--- src/llq_pkg.sv ---
// Shared constants for the linked-list queue: store size, pointer widths,
// operation and status codes. No dependencies.
package llq_pkg;

	localparam int SLOTS = 16;
	localparam int IDX_W = $clog2(SLOTS);
	localparam int PTR_W = $clog2(SLOTS + 1);
	localparam logic [PTR_W-1:0] NIL = PTR_W'(SLOTS);

	localparam logic [2:0] ACT_ENQ    = 3'd0;
	localparam logic [2:0] ACT_SORTED = 3'd1;
	localparam logic [2:0] ACT_DEQ    = 3'd2;
	localparam logic [2:0] ACT_PEEK   = 3'd3;
	localparam logic [2:0] ACT_FIND   = 3'd4;

	localparam logic [1:0] STS_DONE  = 2'd0;
	localparam logic [1:0] STS_FULL  = 2'd1;
	localparam logic [1:0] STS_EMPTY = 2'd2;
	localparam logic [1:0] STS_MISS  = 2'd3;

	function automatic logic ptr_ok(input logic [PTR_W-1:0] p);
		return p < NIL;
	endfunction

endpackage

--- src/linked_list_queue_with_free_list.sv ---
// Linked-list FIFO of signed 32-bit values held in a node store with a free list.
// Depends on llq_pkg.
//
// The queue lives in two single-port-style node memories (value and link), each
// with one write and one registered read per cycle, plus head, tail and
// free-list pointers in registers. One item is worked at a time. Enqueue at the
// tail passes TAKE, LINK1, LINK2 and OUT; sorted enqueue adds a WALK step per
// node walked (up to SLOTS-1 nodes); find walks from the head, a WALK step per
// node visited; dequeue and peek pass DEQ or PEEK and then OUT; full store, empty
// queue, empty find and unknown actions go straight to OUT. The walks of sorted
// enqueue and find read one node per cycle through the single read port.
// The next item is taken on the cycle after the result enters the output
// register, even if that result still waits there. Enqueue into a full store
// is dropped with status "full"; dequeue or peek on an empty queue returns
// status "empty"; a failed find returns status "not found" and -1. is_empty
// and is_full reflect the queue after the item. No clearing pass is needed
// after reset: a per-slot written bit makes untouched links read as their
// reset value (next lower slot, slot 0 null).
module linked_list_queue_with_free_list import llq_pkg::*; (
	input  logic               clk,
	input  logic               arst_n,
	input  logic               in_valid,
	output logic               in_stall,
	input  logic [2:0]         action,
	input  logic signed [31:0] value,
	output logic               out_valid,
	input  logic               out_stall,
	output logic [1:0]         status,
	output logic signed [31:0] result_value,
	output logic               is_empty,
	output logic               is_full
);

	localparam logic [2:0] ST_IDLE  = 3'd0;
	localparam logic [2:0] ST_TAKE  = 3'd1;
	localparam logic [2:0] ST_WALK  = 3'd2;
	localparam logic [2:0] ST_LINK1 = 3'd3;
	localparam logic [2:0] ST_LINK2 = 3'd4;
	localparam logic [2:0] ST_DEQ   = 3'd5;
	localparam logic [2:0] ST_PEEK  = 3'd6;
	localparam logic [2:0] ST_OUT   = 3'd7;

	// node store
	logic [31:0]      val_mem [SLOTS];
	logic [PTR_W-1:0] lnk_mem [SLOTS];
	logic [SLOTS-1:0] lw_q;          // link entry written since reset

	// control registers
	logic [2:0]         state_q, state_d;
	logic [2:0]         act_q;
	logic signed [31:0] val_q;
	logic [PTR_W-1:0]   free_head_q, free_head_d;
	logic [PTR_W-1:0]   head_q, head_d;
	logic [PTR_W-1:0]   tail_q, tail_d;
	logic [PTR_W-1:0]   n_q, n_d;
	logic [PTR_W-1:0]   cur_q, cur_d;
	logic [PTR_W-1:0]   prev_q, prev_d;
	logic [1:0]         sts_q, sts_d;
	logic [31:0]        res_q, res_d;

	// output register
	logic               out_valid_q;
	logic [1:0]         status_q;
	logic [31:0]        result_q;
	logic               is_empty_q, is_full_q;

	// memory ports
	logic               rd_en;
	logic [PTR_W-1:0]   rd_ptr;
	logic [IDX_W-1:0]   rd_addr_q;
	logic [31:0]        val_rd_q;
	logic [PTR_W-1:0]   lnk_rd_q;
	logic               lw_rd_q;
	logic [PTR_W-1:0]   lnk_eff;
	logic               val_we, lnk_we;
	logic [PTR_W-1:0]   val_wp, lnk_wp;
	logic [31:0]        val_wd;
	logic [PTR_W-1:0]   lnk_wd;

	logic accept, out_free;

	assign accept   = in_valid && (state_q == ST_IDLE);
	assign out_free = !out_valid_q || !out_stall;
	assign in_stall = (state_q != ST_IDLE);

	// An unwritten link still holds its reset value: the next lower slot.
	always_comb begin
		if (lw_rd_q) begin
			lnk_eff = lnk_rd_q;
		end else if (rd_addr_q == '0) begin
			lnk_eff = NIL;
		end else begin
			lnk_eff = PTR_W'(rd_addr_q) - PTR_W'(1);
		end
	end

	// Sequencer. No cycle reads an entry that is written in the same cycle:
	// writes hit the taken or freed node, which no walk can reach.
	always_comb begin
		state_d     = state_q;
		free_head_d = free_head_q;
		head_d      = head_q;
		tail_d      = tail_q;
		n_d         = n_q;
		cur_d       = cur_q;
		prev_d      = prev_q;
		sts_d       = sts_q;
		res_d       = res_q;
		rd_en       = 1'b0;
		rd_ptr      = head_q;
		val_we      = 1'b0;
		val_wp      = n_q;
		val_wd      = val_q;
		lnk_we      = 1'b0;
		lnk_wp      = n_q;
		lnk_wd      = cur_q;

		case (state_q)
			ST_IDLE: begin
				if (accept) begin
					sts_d = STS_DONE;
					res_d = '0;
					case (action)
						ACT_ENQ, ACT_SORTED: begin
							if (ptr_ok(free_head_q)) begin
								rd_en   = 1'b1;
								rd_ptr  = free_head_q;
								state_d = ST_TAKE;
							end else begin
								sts_d   = STS_FULL;
								state_d = ST_OUT;
							end
						end
						ACT_DEQ, ACT_PEEK: begin
							if (ptr_ok(head_q)) begin
								rd_en   = 1'b1;
								state_d = (action == ACT_DEQ) ? ST_DEQ : ST_PEEK;
							end else begin
								sts_d   = STS_EMPTY;
								state_d = ST_OUT;
							end
						end
						ACT_FIND: begin
							if (ptr_ok(head_q)) begin
								rd_en   = 1'b1;
								cur_d   = head_q;
								state_d = ST_WALK;
							end else begin
								sts_d   = STS_MISS;
								res_d   = '1;
								state_d = ST_OUT;
							end
						end
						default: begin
							state_d = ST_OUT;
						end
					endcase
				end
			end
			ST_TAKE: begin
				// pop the free list and fill the new node
				n_d         = free_head_q;
				free_head_d = lnk_eff;
				val_we      = 1'b1;
				val_wp      = free_head_q;
				val_wd      = val_q;
				if (act_q == ACT_SORTED && ptr_ok(head_q)) begin
					rd_en   = 1'b1;
					cur_d   = head_q;
					prev_d  = NIL;
					state_d = ST_WALK;
				end else begin
					cur_d   = NIL;
					prev_d  = (act_q == ACT_SORTED) ? NIL : tail_q;
					state_d = ST_LINK1;
				end
			end
			ST_WALK: begin
				if (act_q == ACT_FIND) begin
					if (val_rd_q == val_q) begin
						res_d   = val_rd_q;
						state_d = ST_OUT;
					end else if (ptr_ok(lnk_eff)) begin
						rd_en  = 1'b1;
						rd_ptr = lnk_eff;
						cur_d  = lnk_eff;
					end else begin
						sts_d   = STS_MISS;
						res_d   = '1;
						state_d = ST_OUT;
					end
				end else begin
					if (val_q > $signed(val_rd_q)) begin
						prev_d = cur_q;
						if (ptr_ok(lnk_eff)) begin
							rd_en  = 1'b1;
							rd_ptr = lnk_eff;
							cur_d  = lnk_eff;
						end else begin
							cur_d   = NIL;
							state_d = ST_LINK1;
						end
					end else begin
						state_d = ST_LINK1;
					end
				end
			end
			ST_LINK1: begin
				lnk_we  = 1'b1;
				lnk_wp  = n_q;
				lnk_wd  = cur_q;
				state_d = ST_LINK2;
			end
			ST_LINK2: begin
				if (ptr_ok(prev_q)) begin
					lnk_we = 1'b1;
					lnk_wp = prev_q;
					lnk_wd = n_q;
				end else begin
					head_d = n_q;
				end
				if (cur_q == NIL) begin
					tail_d = n_q;
				end
				state_d = ST_OUT;
			end
			ST_DEQ: begin
				// unlink the head and push it onto the free list
				res_d = val_rd_q;
				if (ptr_ok(lnk_eff)) begin
					head_d = lnk_eff;
				end else begin
					head_d = NIL;
					tail_d = NIL;
				end
				val_we      = 1'b1;
				val_wp      = head_q;
				val_wd      = '0;
				lnk_we      = 1'b1;
				lnk_wp      = head_q;
				lnk_wd      = free_head_q;
				free_head_d = head_q;
				state_d     = ST_OUT;
			end
			ST_PEEK: begin
				res_d   = val_rd_q;
				state_d = ST_OUT;
			end
			ST_OUT: begin
				if (out_free) begin
					state_d = ST_IDLE;
				end
			end
			default: begin
				state_d = ST_IDLE;
			end
		endcase
	end

	// value memory
	always_ff @(posedge clk) begin
		if (val_we) begin
			val_mem[val_wp[IDX_W-1:0]] <= val_wd;
		end
		if (rd_en) begin
			val_rd_q <= val_mem[rd_ptr[IDX_W-1:0]];
		end
	end

	// link memory
	always_ff @(posedge clk) begin
		if (lnk_we) begin
			lnk_mem[lnk_wp[IDX_W-1:0]] <= lnk_wd;
		end
		if (rd_en) begin
			lnk_rd_q  <= lnk_mem[rd_ptr[IDX_W-1:0]];
			rd_addr_q <= rd_ptr[IDX_W-1:0];
		end
	end

	always_ff @(posedge clk or negedge arst_n) begin
		if (!arst_n) begin
			lw_q    <= '0;
			lw_rd_q <= 1'b0;
		end else begin
			if (lnk_we) begin
				lw_q[lnk_wp[IDX_W-1:0]] <= 1'b1;
			end
			if (rd_en) begin
				lw_rd_q <= lw_q[rd_ptr[IDX_W-1:0]];
			end
		end
	end

	// control state
	always_ff @(posedge clk or negedge arst_n) begin
		if (!arst_n) begin
			state_q     <= ST_IDLE;
			free_head_q <= PTR_W'(SLOTS - 1);
			head_q      <= NIL;
			tail_q      <= NIL;
			out_valid_q <= 1'b0;
		end else begin
			state_q     <= state_d;
			free_head_q <= free_head_d;
			head_q      <= head_d;
			tail_q      <= tail_d;
			if (state_q == ST_OUT && out_free) begin
				out_valid_q <= 1'b1;
			end else if (!out_stall) begin
				out_valid_q <= 1'b0;
			end
		end
	end

	// item payload and walk pointers
	always_ff @(posedge clk) begin
		if (accept) begin
			act_q <= action;
			val_q <= value;
		end
		n_q    <= n_d;
		cur_q  <= cur_d;
		prev_q <= prev_d;
		sts_q  <= sts_d;
		res_q  <= res_d;
		// load the result; pointers already hold the post-item state
		if (state_q == ST_OUT && out_free) begin
			status_q   <= sts_q;
			result_q   <= res_q;
			is_empty_q <= !ptr_ok(head_q);
			is_full_q  <= !ptr_ok(free_head_q);
		end
	end

	assign out_valid    = out_valid_q;
	assign status       = status_q;
	assign result_value = result_q;
	assign is_empty     = is_empty_q;
	assign is_full      = is_full_q;

endmodule

--- config.mk ---
export PLATFORM = sky130hd
export DESIGN_NAME = linked_list_queue_with_free_list
export DESIGN_NICKNAME = d
export VERILOG_FILES = /design/src/llq_pkg.sv /design/src/linked_list_queue_with_free_list.sv
export SDC_FILE = /design/constraint.sdc
export NUM_CORES = 1
export LEC_CHECK = 0
export BUFFER_PORTS_ARGS = -buffer_cell sky130_fd_sc_hd__buf_2
export CORE_UTILIZATION = 45
export DETAILED_ROUTE_END_ITERATION = 16
export PLACE_DENSITY = 0.65
export SLEW_MARGIN = 0
export SYNTH_ARGS = -nofsm -noshare
export SYNTH_HDL_FRONTEND = slang
export SYNTH_SLANG_ARGS = --single-unit
--- constraint.sdc ---
create_clock -name clk -period 6.68 [get_ports clk]
set_input_delay 1.002 -clock clk [delete_from_list [all_inputs] [get_ports clk]]
set_output_delay 1.002 -clock clk [all_outputs]
set_load 0.05 [all_outputs]
-- Word-level counts from Yosys, hierarchy flattened
Memories as Yosys holds them, arrays and structs flattened. A register that Yosys moved wholly into a read port is not among the register bits.
Cells that the tools add are included.
- register bits: 160
- latch bits: 0
- RAM bits: 592
- ROM bits: 0
- bits of input ports: 39
- output and inout bits: 38
- word-level logic and storage cells: 188
- memories: 2
- add/sub/neg operators: 1
- multipliers: 0
- div/mod/pow operators: 0
- $lt $le $gt $ge: 8
- equal/unequal tests: 34
- shift operators: 0
- muxes and demuxes: 90
- bitwise gates (word level): 1
- reduce and logical (&&, ||, !) cells: 33
- memories (memory ; words ; width ; read ports ; clocked after memory_dff ; wr ports ; RTL line ; RTL):
    val_mem ; 16 ; 32 ; 1 ; 1 ; 1 ; linked_list_queue_with_free_list.sv:44 ; logic [31:0] val_mem [SLOTS];
    lnk_mem ; 16 ; 5 ; 1 ; 1 ; 1 ; linked_list_queue_with_free_list.sv:45 ; logic [PTR_W-1:0] lnk_mem [SLOTS];
- operators by type and width (operator ; count):
    32-bit two-way mux ; 7
    32-bit case mux with 3 select lines ; 1
    5-bit two-way mux ; 19
    5-bit case mux with 2 select lines ; 5
    32-bit == test ; 1
    32-bit greater-than comparator ; 1
    4-bit two-way mux ; 8
    3-bit two-way mux ; 9
    4-bit case mux with 2 select lines ; 3
    5-bit less-than comparator (second input constant) ; 4
    1-bit two-way mux ; 20
    2-bit != test (second input constant) ; 10
    3-bit == test (second input constant) ; 6
    3-bit case mux with 6 select lines ; 1
    2-bit two-way mux ; 8
    16-bit bitwise OR ; 1
    5-bit case mux with 3 select lines ; 1
    3-bit by 2-bit == test with 1-bit output (second input constant) ; 4
    3-bit != test (second input constant) ; 4
    4-bit by 5-bit less-than comparator with 1-bit output (second input constant) ; 2
    2-bit OR reduction ; 5
    3-bit by 1-bit == test with 1-bit output (second input constant) ; 3
    3-bit case mux with 3 select lines ; 1
    3-bit nonzero test ; 3
    other kinds (23) ; 40

-- Depth between registers and ports, before layout
Gate-level depths: netlist of run 1.
- word-level depth: 10
- gate-level depth with buffers: 16

-- Worst setup path before layout of run 1
No wires, ideal clock.
- path type: register to register
- start point: register val_q[23]
- end point: register res_q[0], enable pin
- setup time: 0.466 ns
- data arrival time: 3.856 ns
- required time: 6.214 ns
- setup slack: 2.358 ns
- cell stages (with the launch flop): 8
- path through: edfxtp_1 ha_1 nand4_1 nor4_1 a21oi_1 o21bai_1 a22oi_1 o21ai_0
- word-level cells in the longest chain between the ends: 3
- ends and longest elaborated chain (what ; RTL line ; RTL):
    from (decl) ; linked_list_queue_with_free_list.sv:51 ; logic signed [31:0] val_q;
    from (signal assigned) ; linked_list_queue_with_free_list.sv:320 ; val_q <= value;
    32-bit == test ; linked_list_queue_with_free_list.sv:180 ; if (val_rd_q == val_q) begin
    3-bit != test (no source line) ; n/a ;
    4-bit AND reduction (no source line) ; n/a ;
    to (signal assigned) ; linked_list_queue_with_free_list.sv:326 ; res_q <= res_d;
    to (decl) ; linked_list_queue_with_free_list.sv:59 ; logic [31:0] res_q, res_d;
Every way passes these cells.
A chain may end at the register's enable or synchronous reset.

-- Worst setup path after layout of run 1
- start point: register val_rd_q[19], read port of val_mem
- end point: register val_rd_q[11], read port of val_mem, data pin
- word-level cells in the longest chain between the ends: 4
- ends and longest elaborated chain (what ; RTL line ; RTL):
    from (decl) ; linked_list_queue_with_free_list.sv:71 ; logic [31:0] val_rd_q;
    32-bit greater-than comparator or 32-bit == test (tied branches) ; linked_list_queue_with_free_list.sv:193, linked_list_queue_with_free_list.sv:180 ;
    1-bit two-way mux, or another cell as far along ; linked_list_queue_with_free_list.sv:193 ; if (val_q > $signed(val_rd_q)) begin
    1-bit two-way mux or 4-bit two-way mux (tied branches) ; linked_list_queue_with_free_list.sv:179 ; if (act_q == ACT_FIND) begin
    1-bit case mux with 3 select lines or 4-bit case mux with 2 select lines (tied branches) ; linked_list_queue_with_free_list.sv:118 ; case (state_q)
Parallel ways exist; a longest one is shown, timed or not.

==> key figures, run 1 <==
Timing
  – Fin. Hold Viols: 0
  – Worst Skew: 0.0354 ns
  – Crit path time final: 5.52 ns
  – Slew @ Worst Pin: 1.19 ns
  – Slew HR: 20.4%
  – Final WS setup: 1.16 ns
  – Fin crit share: 82.7%
  – RSZ-0062 raised after global routing: no
  – Sum Neg Setup Slack: 0 ns
  – Pins over their slew limit: 0
  – Fmax: 181 MHz
  – Setup-failing EPs final: 0

Critical path
  – Worst Path Arrival: 5.97 ns
  – Crit Path Category: reg2reg
  – FF-to-FF setup slack: 1.16 ns
  – Worst reg2reg path depth: 14
  – CP endpoint kind: flip-flop
  – Worst setup SP type: flip-flop
  – WP data required: 7.13 ns
  – CP Max Fanout: 77
  – R2r startpoint: val_rd_q[19]$_DFFE_PP_
  – CP Launch Point: val_rd_q[19]$_DFFE_PP_
  – Crit path to: val_rd_q[11]$_DFFE_PP_
  – Capturing point of the worst reg2reg path: val_rd_q[11]$_DFFE_PP_

CTS
  – Setup Buffers After CTS: 0
  – Clock tree buffer depth: 3
  – H-tree levels: 3
  – CTS Hold Bufs: 0
  – Skew-Pair Late Insertion Delay: 0.65 ns
  – Clk slew on worst S/H paths: 0.06 ns
  – Clk sinks: 789
  – CTS root buf: clkbuf_16
  – CTS tree: done
  – CTS buffer count: 79
  – Post-CTS sizing: 0

Drt
  – Post-route antenna net violation count: 0
  – DRT iter0 DRCs: 2082
  – Routed via count: 19923
  – Routed vias/inst: 5.77
  – Number of iterations in the first detailed-routing pass: 6
  – WL/cell: 23.7 um
  – Drc violations: 0
  – Routed wire length: 81.9 mm

Placed design
  – Placed Area: 33600 um2
  – Place WS: 1.31 ns
  – Gpl congestion: 0.868
  – Port bufs: 76
  – Estimated wirelength of the detail-placed design: 46.5 mm

Floorplan
  – DIE HEIGHT: 268 um
  – Row cnt: 97
  – I/O Pins: 77
  – Die width: 268 um
  – Core ar.: 70100 um2
  – Die area: 72100 um2
  – Initial core utilization: 45.5%

Layout
  – Ant diodes: 0
  – Final Net Count: 2522
  – Commonest non-fill, non-tap cell in the layout: edfxtp_1
  – Fin area: 36000 um2
  – Commonest non-fill, non-tap cells in the layout: edfxtp_1 (753), nand2_1 (524), nand3_1 (273), mux2i_1 (121), clkbuf_16 (80)
  – Area Overhead vs Synth: 12.6%
  – Layout cells sized above 1: 11.5%

Synthesis
  – Post-synthesis cell area: 31900 um2
  – Area share of and/or/nand/nor cells after synthesis: 13.4%
  – Yosys warns: 0
  – Syn nets: 2447
  – Post-synthesis sequential area ratio: 73.6%
  – Post-synth top area share: 70.8%
  – Yosys top cell by area: edfxtp_1
  – EDFF count, synth: 753
  – Ys async rst share: 4.56%
  – Avg Cell Area, Syn: 13.4 um2
  – Dominant cells by area after synthesis: edfxtp_1 (71%), nand2_1 (6.2%), nand3_1 (4.3%), mux2i_1 (3.8%), dfrtp_1 (2.3%)
  – Library cells used by synthesis: 54
  – Post-Synth XOR/XNOR Area: 0%
  – Post-synth top flop: edfxtp_1
  – Mux cell area share after synthesis: 3.79%
  – Synth Area in Compound Gates: 5.79%
  – Largest family of logic cells by synthesized area: simple AND/OR/NAND/NOR gates
  – Post-Synth Adder-Cell Area: 1.25%
  – Syn Inst Count: 2376
  – #FFs+latches synth: 789

Run status
  – Status: complete, no violations

GRT
  – Vias in the first global route: 19031
  – Pin count of the biggest net entering global routing: 166
  – All-Layer GR Usage: 22.8%
  – Initial antenna violation count: 0
  – Grt ovf: 0
  – First-pass GRT wire length: 121 mm

Flow run
  – Maxcap violations: 0

Power and ir drop
  – P_leak: 12.5 nW
  – Peak supply drop: 358 uV
  – Power density cells: 482 nW/um2

Hold path
  – Hold Path Class: reg2reg
critical path: stages (launching register included):
cell,delay [ns]
edfxtp_1,0.47
inv_1,0.08
ha_1,0.31
nand4_1,0.21
nor4_2,0.91
o31ai_1,0.40
a31oi_1,0.48
o21ai_0,0.25
nor2_4,0.21
buf_4,0.66
buf_4,0.63
nand2_1,0.12
nand3_1,0.10
nand3_1,0.08
o21ai_0,0.25
Yosys cell counts (all sizes together), types with 37 or more instances:
| library cell | instances |
|---|---|
| edfxtp | 753 |
| nand2 | 524 |
| nand3 | 273 |
| mux2i | 121 |
| a21oi | 77 |
| nor2 | 73 |
| clkbuf | 71 |
| o21ai | 70 |
| buf | 59 |
| inv | 41 |
| nor2b | 38 |
| a32oi | 37 |
worst min-delay path by stage:
stage | startpoint | cells after the start | to | slack (ns)
2_1_floorplan | res_q[0]$_DFFE_PP_ | 0 | result_value[0]$_DFFE_PP_ | 0.40
3_3_place_gp | res_q[23]$_DFFE_PP_ | 0 | result_value[23]$_DFFE_PP_ | 0.40
3_5_place_dp | res_q[10]$_DFFE_PP_ | 0 | result_value[10]$_DFFE_PP_ | 0.40
4_1_cts | res_q[10]$_DFFE_PP_ | 0 | result_value[10]$_DFFE_PP_ | 0.42
5_1_grt | res_q[4]$_DFFE_PP_ | 0 | result_value[4]$_DFFE_PP_ | 0.42
6_report | res_q[13]$_DFFE_PP_ | 0 | result_value[13]$_DFFE_PP_ | 0.42
through the flow:
stage | hold WS (ns) | std cells | power (W) | utilization, %
5_1_grt | 0.419 | 3450 | 0.0181 | 51.3
6_report | 0.418 | 3450 | 0.0173 | 51.3
3_3_place_gp | 0.401 | 3310 | 0.0131 | 47.9
4_1_cts | 0.419 | 3450 | 0.0173 | 51.3
2_1_floorplan | 0.400 | 2376 | 0.0111 | -
3_5_place_dp | 0.405 | 3310 | 0.0132 | 47.9
routing by layer:
metal / vias to the layer above / share of wire (%) / global-route usage, %
met5: - / 0 / 0
li1: 8892 / - / -
met1: 9875 / 42 / 32.2
met2: 1019 / 46 / 35.6
met3: 137 / 9.6 / 4.50
met4: 0 / 2.4 / 7.51
power breakdown:
group | internal, W | switching, W
clock | 0.00228 | 0.00184
combinational | 0.00165 | 0.00440
sequential | 0.00678 | 0.000364
total | 0.0107 | 0.00661
registers in the layout, indices dropped and copies added, names as in the netlist, 5 cells and up:
signal,flops
val_rd_q,32
free_head_q,5
lw_q,16
n_q,5
lnk_mem,80
val_q,32
cur_q,5
result_value,32
tail_q,5
val_mem,512
lnk_rd_q,5
prev_q,5
head_q,5
res_q,32
final cells by class:
class                      instances  area [um2]
fill                            5881       34200
sequential                       789       23500
timing repair buffer             124         778
clock inverter                    43         310
clock buffer                      97        2070
multi-input combinational       1416        7950
inverter                          41         164
tap                              940        1180
logic make-up after synthesis:
kind of cell,Yosys count
AO/OA/AOI/OAI,284
adder cells (fa/ha/maj),32
buffers and inverters,171
flip-flops,789
multiplexers,121
AND/OR/NAND/NOR,979
Note: power is estimated with default switching activity, not from simulation.
==> inputs of run 2 (changes only) <==
==> constraint.sdc (replaced) <==
create_clock -name clk -period 5.64 [get_ports clk]
set_input_delay 0.846 -clock clk [delete_from_list [all_inputs] [get_ports clk]]
set_output_delay 0.846 -clock clk [all_outputs]
set_load 0.05 [all_outputs]
==> key figures, run 2 (synthesis gave the netlist of run 1 again) <==
Hold path
  – Hold Path Class: in2async

CTS
  – Setup Buffers After CTS: 0 (unchanged)
  – CTS Hold Bufs: 0 (unchanged)
  – Clock tree buffer depth: 3 (unchanged)
  – CTS root buf: clkbuf_16
  – Clk sinks: 789 (unchanged)
  – CTS tree: done
  – Skew-Pair Late Insertion Delay: 0.64 ns (about the same)
  – Clk slew on worst S/H paths: 0.06 ns (about the same)
  – CTS buffer count: 84 (+6.3%)
  – Post-CTS sizing: 0 (unchanged)
  – H-tree levels: 3 (unchanged)

GRT
  – All-Layer GR Usage: 22.8% (about the same)
  – Vias in the first global route: 19188 (+0.82%)
  – GRT met3 Usage: 4.61% (+0.11 points)
  – Gr busiest metal: met2
  – First-pass GRT wire length: 120 mm (about the same)
  – Initial antenna violation count: 1 (+1)
  – Grt ovf: 0 (unchanged)
  – Pin count of the biggest net entering global routing: 196 (+18%)
  – Met2 Use GR: 35.4% (-0.13 points)
  – Met1 usage: 32.2% (about the same)

Placed design
  – Placed Area: 33700 um2 (+0.43%)
  – Estimated wirelength of the detail-placed design: 48.5 mm (+4.2%)
  – Gpl congestion: 0.881 (+1.4%)
  – Port bufs: 76 (unchanged)

Timing
  – Min Hold Slack: 0.335 ns (-0.0825 ns)
  – Pins over their slew limit: 0 (unchanged)
  – Crit path time final: 5.17 ns (-0.358 ns)
  – Worst Skew: 0.0249 ns (-0.0104 ns)
  – Fin. Hold Viols: 0 (unchanged)
  – Slew @ Worst Pin: 1.41 ns (+0.220 ns)
  – Sum Neg Setup Slack: 0 ns (unchanged)
  – Setup-failing EPs final: 0 (unchanged)
  – Fin crit share: 91.6% (+8.9 points)
  – Slew HR: 4.49% (-16 points)
  – RSZ-0062 raised after global routing: no
  – Fmax: 194 MHz (+6.9%)

Layout
  – Fin area: 36500 um2 (+1.5%)
  – Layout cells sized above 1: 12.5% (+1.0 points)
  – Commonest non-fill, non-tap cell in the layout: edfxtp_1
  – Final Net Count: 2537 (+0.59%)
  – Ant diodes: 0 (unchanged)
  – Area Overhead vs Synth: 14.3%
  – Commonest non-fill, non-tap cells in the layout: edfxtp_1 (753), nand2_1 (524), nand3_1 (273), mux2i_1 (121), clkbuf_16 (88)
  – Largest register FFs: 512 (unchanged)

Drt
  – Routed wire length: 82.2 mm (+0.36%)
  – Number of iterations in the first detailed-routing pass: 6 (unchanged)
  – WL/cell: 23.7 um (-0.34%)
  – Routed vias/inst: 5.76 (-0.26%)
  – Drc violations: 0 (unchanged)
  – Routed via count: 20009 (+0.43%)
  – DRT iter0 DRCs: 2332 (+12%)
  – Post-route antenna net violation count: 0 (unchanged)

Critical path
  – Slowest CP cell: o41ai_1
  – CP endpoint kind: flip-flop
  – Worst setup SP type: flip-flop
  – Crit path cell chain: or2_2, o41ai_1, a21oi_1, and2_1, o211ai_1, o211ai_4, inv_4, buf_4, mux2i_1, a32oi_1, o21ai_0
  – WP data required: 5.98 ns (-1.15 ns)
  – Largest stage delay on the critical path: 1.13 ns (+0.22 ns)
  – Worst Path Arrival: 5.51 ns (-0.46 ns)
  – CP Max Fanout: 43 (-44%)
  – Crit Path Category: reg2reg

Power and ir drop
  – Peak supply drop: 484 uV (+35%)
  – P_leak: 12.8 nW (+2.2%)
  – Power density cells: 584 nW/um2 (+21%)

Floorplan
  – Die area: 72100 um2 (unchanged)
  – DIE HEIGHT: 268 um (unchanged)
  – Die width: 268 um (unchanged)
  – Row cnt: 97 (unchanged)
  – I/O Pins: 77 (unchanged)
  – Core ar.: 70100 um2 (unchanged)
  – Initial core utilization: 45.5% (unchanged)

Run status
  – Status: complete, no violations

Flow run
  – Maxcap violations: 0 (unchanged)
==> run 2: power by group <==
group	total, W	internal (W)	switching (W)	leakage [nW]
clock	0.00551	0.00327	0.00224	1.36
sequential	0.00844	0.00802	0.000418	7.27
combinational	0.00737	0.00209	0.00528	4.20
==> run 2: area by class of cell <==
type	count	area, um2
Fill cell	5842	33600
Multi-Input combinational cell	1416	7930
Tap cell	940	1180
Clock buffer	105	2270
Inverter	41	164
Sequential cell	789	23500
Timing Repair Buffer	134	941
Clock inverter	49	507
==> run 2: layer usage <==
| layer | part of all wire, % | vias up |
|---|---|---|
| met5 | 0 | - |
| met4 | 2.5 | 0 |
| met3 | 9.6 | 135 |
| met2 | 46 | 974 |
| met1 | 42 | 9961 |
| li1 | - | 8939 |
==> run 2: per-stage QoR <==
step / instances / total power [W] / setup WS, ns / util (%)
3_3_place_gp: 3320 / 0.0157 / 0.795 / 48.1
6_report: 3474 / 0.0213 / 0.475 / 52.0
4_1_cts: 3474 / 0.0213 / 0.713 / 52.0
3_5_place_dp: 3320 / 0.0158 / 0.744 / 48.1
2_1_floorplan: 2376 / 0.0131 / 1.32 / -
5_1_grt: 3474 / 0.0222 / 0.477 / 52.0
==> run 2: worst max-delay path: cells and delay by family (launching register included) <==
kind | cells | cell delay (ns)
AOI/OAI and AO/OA | 6 | 2.54
buffers and inverters | 2 | 1.03
and+or+nand+nor | 2 | 0.72
DFF | 1 | 0.40
muxes | 1 | 0.15
==> run 2: path summary, 6_finish.rpt <==
| kind | start | to | slack [ns] | cells after the start |
|---|---|---|---|---|
| worst max-delay path | rd_addr_q[1]$_DFFE_PP_ | lnk_rd_q[0]$_DFFE_PP_ | 0.47 | 11 |
| worst min-delay path | arst_n | lw_q[7]$_DFFE_PN0P_ | 0.34 | 1 |
| worst max register to register | rd_addr_q[1]$_DFFE_PP_ | lnk_rd_q[0]$_DFFE_PP_ | 0.47 | 11 |
| worst min register to register | res_q[7]$_DFFE_PP_ | result_value[7]$_DFFE_PP_ | 0.41 | 0 |
| max in group asynchronous | arst_n | tail_q[3]$_DFFE_PN0P_ | 4.73 | 1 |
| min in group clk | value[18] | val_q[18]$_DFFE_PP_ | 0.38 | 1 |
